==> src/rtl/core/fet_pkg.sv <==
package fet_pkg;

  localparam int KEY_W     = 64;
  localparam int PORT_PL_W = 64;
  localparam int RET_W     = 7;
  localparam logic [RET_W-1:0] RET_RESET = 7'd64;

  typedef enum logic [1:0] {
    ST_IDLE,
    ST_SCAN,
    ST_WRITE,
    ST_EVICT
  } state_t;

  typedef struct packed {
    logic load;
    logic scan;
    logic respond;
    logic write;
    logic evict;
  } cmd_t;

  typedef struct packed {
    logic mode;
    logic scan_done;
    logic over_limit;
  } status_t;

endpackage

==> src/rtl/core/fet_ctrl.sv <==
module fet_ctrl (
  input  logic             clk,
  input  logic             rst_n,
  input  logic             start,
  output logic             busy,
  input  fet_pkg::status_t sts,
  output fet_pkg::cmd_t    cmd
);
  import fet_pkg::*;

  state_t state_r, state_nxt;

  always_ff @(posedge clk) begin
    if (!rst_n) begin
      state_r <= ST_IDLE;
    end else begin
      state_r <= state_nxt;
    end
  end

  always_comb begin
    state_nxt = state_r;
    unique case (state_r)
      ST_IDLE: begin
        if (start) state_nxt = ST_SCAN;
      end
      ST_SCAN: begin
        if (sts.scan_done) state_nxt = sts.mode ? ST_IDLE : ST_WRITE;
      end
      ST_WRITE: begin
        state_nxt = ST_EVICT;
      end
      ST_EVICT: begin
        if (!sts.over_limit) state_nxt = ST_IDLE;
      end
      default: state_nxt = ST_IDLE;
    endcase
  end

  always_comb begin
    cmd  = '0;
    busy = 1'b1;
    unique case (state_r)
      ST_IDLE: begin
        busy     = 1'b0;
        cmd.load = start;
      end
      ST_SCAN: begin
        cmd.scan    = 1'b1;
        cmd.respond = sts.scan_done && sts.mode;
      end
      ST_WRITE: begin
        cmd.write = 1'b1;
      end
      ST_EVICT: begin
        cmd.evict = 1'b1;
      end
      default: busy = 1'b1;
    endcase
  end

endmodule

==> config.mk <==
export PLATFORM = sky130hd
export DESIGN_NAME = fet_ctrl
export DESIGN_NICKNAME = d
export VERILOG_FILES = /design/src/rtl/core/fet_pkg.sv /design/src/rtl/core/fet_ctrl.sv
export SDC_FILE = /design/constraint.sdc
export NUM_CORES = 1
export LEC_CHECK = 0
export ABC_AREA = 1
export BUFFER_PORTS_ARGS = -buffer_cell sky130_fd_sc_hd__buf_2
export CORE_AREA = 4 4 41 43
export CTS_CLUSTER_SIZE = 30
export DETAILED_ROUTE_END_ITERATION = 16
export DIE_AREA = 0 0 45 47
export SYNTH_ARGS = -nofsm -noshare
export SYNTH_HDL_FRONTEND = slang
export SYNTH_SLANG_ARGS = --single-unit
==> constraint.sdc <==
create_clock -name clk -period 1.3 [get_ports clk]
set_clock_uncertainty 0.15 [all_clocks]
set_input_delay 0.26 -clock clk [delete_from_list [all_inputs] [get_ports clk]]
set_output_delay 0.26 -clock clk [all_outputs]
set_load 0.01 [all_outputs]
; ---- Word-level counts from Yosys, hierarchy flattened
; Cells that the tools add are included.
[totals]
n_memories = 0
latchBits = 0
reg_bits = 2
mem_bits_ro = 0
ram_bits = 0
[op_classes]
reduce_logical = 3
order_cmp = 0
multipliers = 0
mux = 10
n_eq_ne = 6
n_bitwise = 0
n_div = 0
n_shift = 0
addsub = 0
[op_table]
columns = operator, n
row1 = $mux 2, 5
row2 = $pmux 2 s4, 1
row3 = $ne 2x2->1 const B, 3
row4 = $eq 2x2->1 const B, 2
row5 = $mux 1, 4
row6 = $reduce_and 3->1, 1
row7 = $eq 2x1->1 const B, 1
row8 = $logic_not 2->1, 1
row9 = $logic_and 1x1->1, 1

; ---- Depth between registers and ports, before layout
[logic_depth]
ltp_word = 3
ltp_mapped = 6
mapped_depth_nobuf = 6

; ---- Worst setup path before layout
; Ideal clock, no wire load.
[synth_path]
path_kind = register to output
from = reg state_r[0]
to = out cmd[2] in the netlist's numbering
setup_slack_ns = 0.080
stages_incl_launch_ff = 5
t_arrival_ns = 0.810
required_ns = 0.890
cell_sequence = dfxtp_1 inv_2 nor2_4 nand2_1 nor2_1
[synth_lines]
columns = item, line_no
row1 = start: declaration, fet_ctrl.sv:11  ; state_t state_r, state_nxt;
row2 = start signal: assignment, fet_ctrl.sv:17  ; state_r <= state_nxt;
row3 = end: declaration, fet_ctrl.sv:7  ; output fet_pkg::cmd_t cmd

==> results.cfg <==
[outcome]
status = finished with violations
violations = negative setup slack

[detailed_routing]
drt_pre_antenna_iters = 2
first_iter_violations = 2
route.final.wire_length_um = 401
detailroute.via_count = 188
postRouteAntennaNets = 0
drc = 0
wl_per_cell_um = 7.16
drt-vias-per-instance = 3.36

[critical_path]
crit_type = reg2out
timing.critical_path.from_type = flop
r2r_setup_slack_ns = 0.27
crit_end_category = output pin
worst_ep_arrival_time_ns = 0.99
largest_fanout_on_the_critical_path = 6
timing.critical_path.required_ns = 0.89

[timing]
min_period_over_period = 1.07
worst_hold_slack_ns = 0.117
worst-slew-pin-transition_ns = 0.122
drv_slew = 0
grt_setup_unrepaired = yes
setup_ws_ns = -0.0966
setup-tns-final_ns = -0.215
fin_crit_period_ns = 1.40
hold_viol_final = 0
maxSlewHeadroom = 0.918
final_setup_viols = 3
max_clock_freq_mhz = 716

[logic_synthesis]
postSynth.topFlopCell = sky130_fd_sc_hd__dfxtp_1
synth.lib_cells_used.distinct = 9
synth_compound_gate_area_share = 0
synth_top_family_by_area = simple AND/OR/NAND/NOR gates
yosys_register_bits = 2
post_synthesis_average_cell_area_um2 = 5.56
synth_simple_gate_area_share = 0.558
synth_largest_type_area_fraction = 0.267
synthesized_area_fraction_occupied_by_xor_and_xnor_cells = 0
synth-adder-area-share = 0
synth-warning-count = 0
synth.top_cells.by_area = sky130_fd_sc_hd__dfxtp_1 (27%), sky130_fd_sc_hd__inv_1 (15%), sky130_fd_sc_hd__nand2_1 (15%)
synthesis.instances = 27
synth.largest_area_cell = sky130_fd_sc_hd__dfxtp_1
synth_enable_flop_cells = 0
synthesis.area_um2 = 150
synth_top_cells_by_count = sky130_fd_sc_hd__inv_1 (6), sky130_fd_sc_hd__nand2_1 (6), sky130_fd_sc_hd__nor2_1 (6)
asyncSetResetFlopFracSynth = 0
synth.mux.area_fraction = 0
ys_seq_area_frac = 0.267
syn_nets = 33

[clock_network]
clock_insertion_delay_worst_skew_ns = 0.22
h-tree-depth = 1
tritoncts = built
buffers_from_clock_root_to_sink_at_most = 2
cts_num_sinks = 2
root_buffer_selected_by_cts = sky130_fd_sc_hd__clkbuf_4
cts_made_buffers = 3
cts.reportedPaths.clkPinSlew_ns = 0.03
cts.hold.buffers_added = 0

[power_and_ir_drop]
power_density_nw_per_um2 = 1070
power.ir.vdd_worst_uv = 340
static-leakage-power_nw = 0.156
p_int_mw = 0.195
power_switching_mw = 0.0783
combinational_power_share = 0.224
seqPwrFrac = 0.277
power_switching_share = 0.287
share_clk_of_total_power = 0.500

[global_route]
wire_length_of_the_first_global_routing_pass_um = 593
number_of_global_route_vias_before_repair = 163
global_route.overflow_total = 0
antenna_found_initial = 0
groute.usage.overall = 0.0441
largest_net_degree_at_the_start_of_global_routing = 8

[placement]
globalplace.congestion = 0.653
port_buffers = 11

[die]
num_io_pins = 12
core_box_area_um2 = 1300
die_y_um = 47
fp.dieArea_um2 = 2120
floorplan.initialDensity = 0.115
num_rows = 13
die-width_um = 45

[worst_hold_path]
holdCritStartpoint = rst_n
min_path_type = in2reg

[cells_and_area]
final_net_count = 49
syn2layout_area_growth_pct = 69.2
num_antenna_cells = 0
drive_above_1_share = 0.488

[run]
drv_cap = 0
-- cell usage in the layout (no fill, tap or decap) --
master	synthesis	routed
sky130_fd_sc_hd__clkbuf_4	0	3
sky130_fd_sc_hd__nor2_1	6	6
sky130_fd_sc_hd__inv_1	6	5
sky130_fd_sc_hd__buf_2	0	11
sky130_fd_sc_hd__nand3_1	3	3
sky130_fd_sc_hd__dfxtp_4	0	2
sky130_fd_sc_hd__nand2_1	6	6
sky130_fd_sc_hd__nand2_2	1	1
sky130_fd_sc_hd__inv_2	1	2
sky130_fd_sc_hd__nor2_4	1	1
sky130_fd_sc_hd__nand4_1	1	1
-- repair_timing --
item | CTS | global route
endpoints found under the setup margin | 6 | 6
setup buffers | 0 | 0
pin swaps | 1 | 1
cloned | 0 | 0
resized for setup | 3 | 2
-- per-layer routing --
metal	track usage	part of all wire	wire (um)
met5	0	0	0
met4	0.0175	0	0
met3	0.0613	0.19	75
met2	0.0508	0.37	148
met1	0.0429	0.44	178
-- critical path: stages (launching register included) --
cell and delay, ns:
sky130_fd_sc_hd__dfxtp_4 0.36, sky130_fd_sc_hd__nor2_1 0.14, sky130_fd_sc_hd__inv_1 0.06, sky130_fd_sc_hd__nor2_1 0.07, sky130_fd_sc_hd__buf_2 0.13
-- cell type report --
class | instances | area [um2]
Clock buffer | 3 | 22.5
Fill cell | 166 | 1050
Inverter | 7 | 26.3
Multi-Input combinational cell | 18 | 83.8
Sequential cell | 2 | 47.5
Tap cell | 15 | 18.8
Timing Repair Buffer | 11 | 55.1
-- power groups by stage --
stage	clock, mW	combinational [mW]	sequential [mW]
CTS	0.143	0.0623	0.0765
detailed placement	0	0.0619	0.0766
finish	0.136	0.0611	0.0755
global placement	0	0.0610	0.0765
floorplan	0	0.0372	0.0746
global route	0.154	0.0687	0.0763
-- per-stage QoR --
step / total power [mW] / std cells / cell area, um2 / util / setup slack (ns)
final: 0.273 / 56 / 254 / 0.195 / -0.0966
after global routing: 0.299 / 56 / 254 / 0.195 / -0.167
after CTS: 0.282 / 56 / 251 / 0.193 / -0.107
after detailed placement: 0.138 / 53 / 224 / 0.172 / 0.0357
after global placement: 0.137 / 53 / 224 / 0.172 / 0.0437
after floorplan: 0.112 / 27 / 150 / - / 0.0801
-- worst paths after layout --
path	cells after the start	end
worst max-delay path	4	cmd[4]
worst min-delay path	3	flop
worst max register to register	5	state_r[0]$_SDFFE_PN0P_
worst min register to register	2	flop
-- cell families (layout without fill, tap and decap cells) --
logic type | Yosys count | count (layout)
AND/OR/NAND/NOR | 18 | 18
buffers and inverters | 7 | 21
flip-flops | 2 | 2
Power figures use the tool's default switching activity.
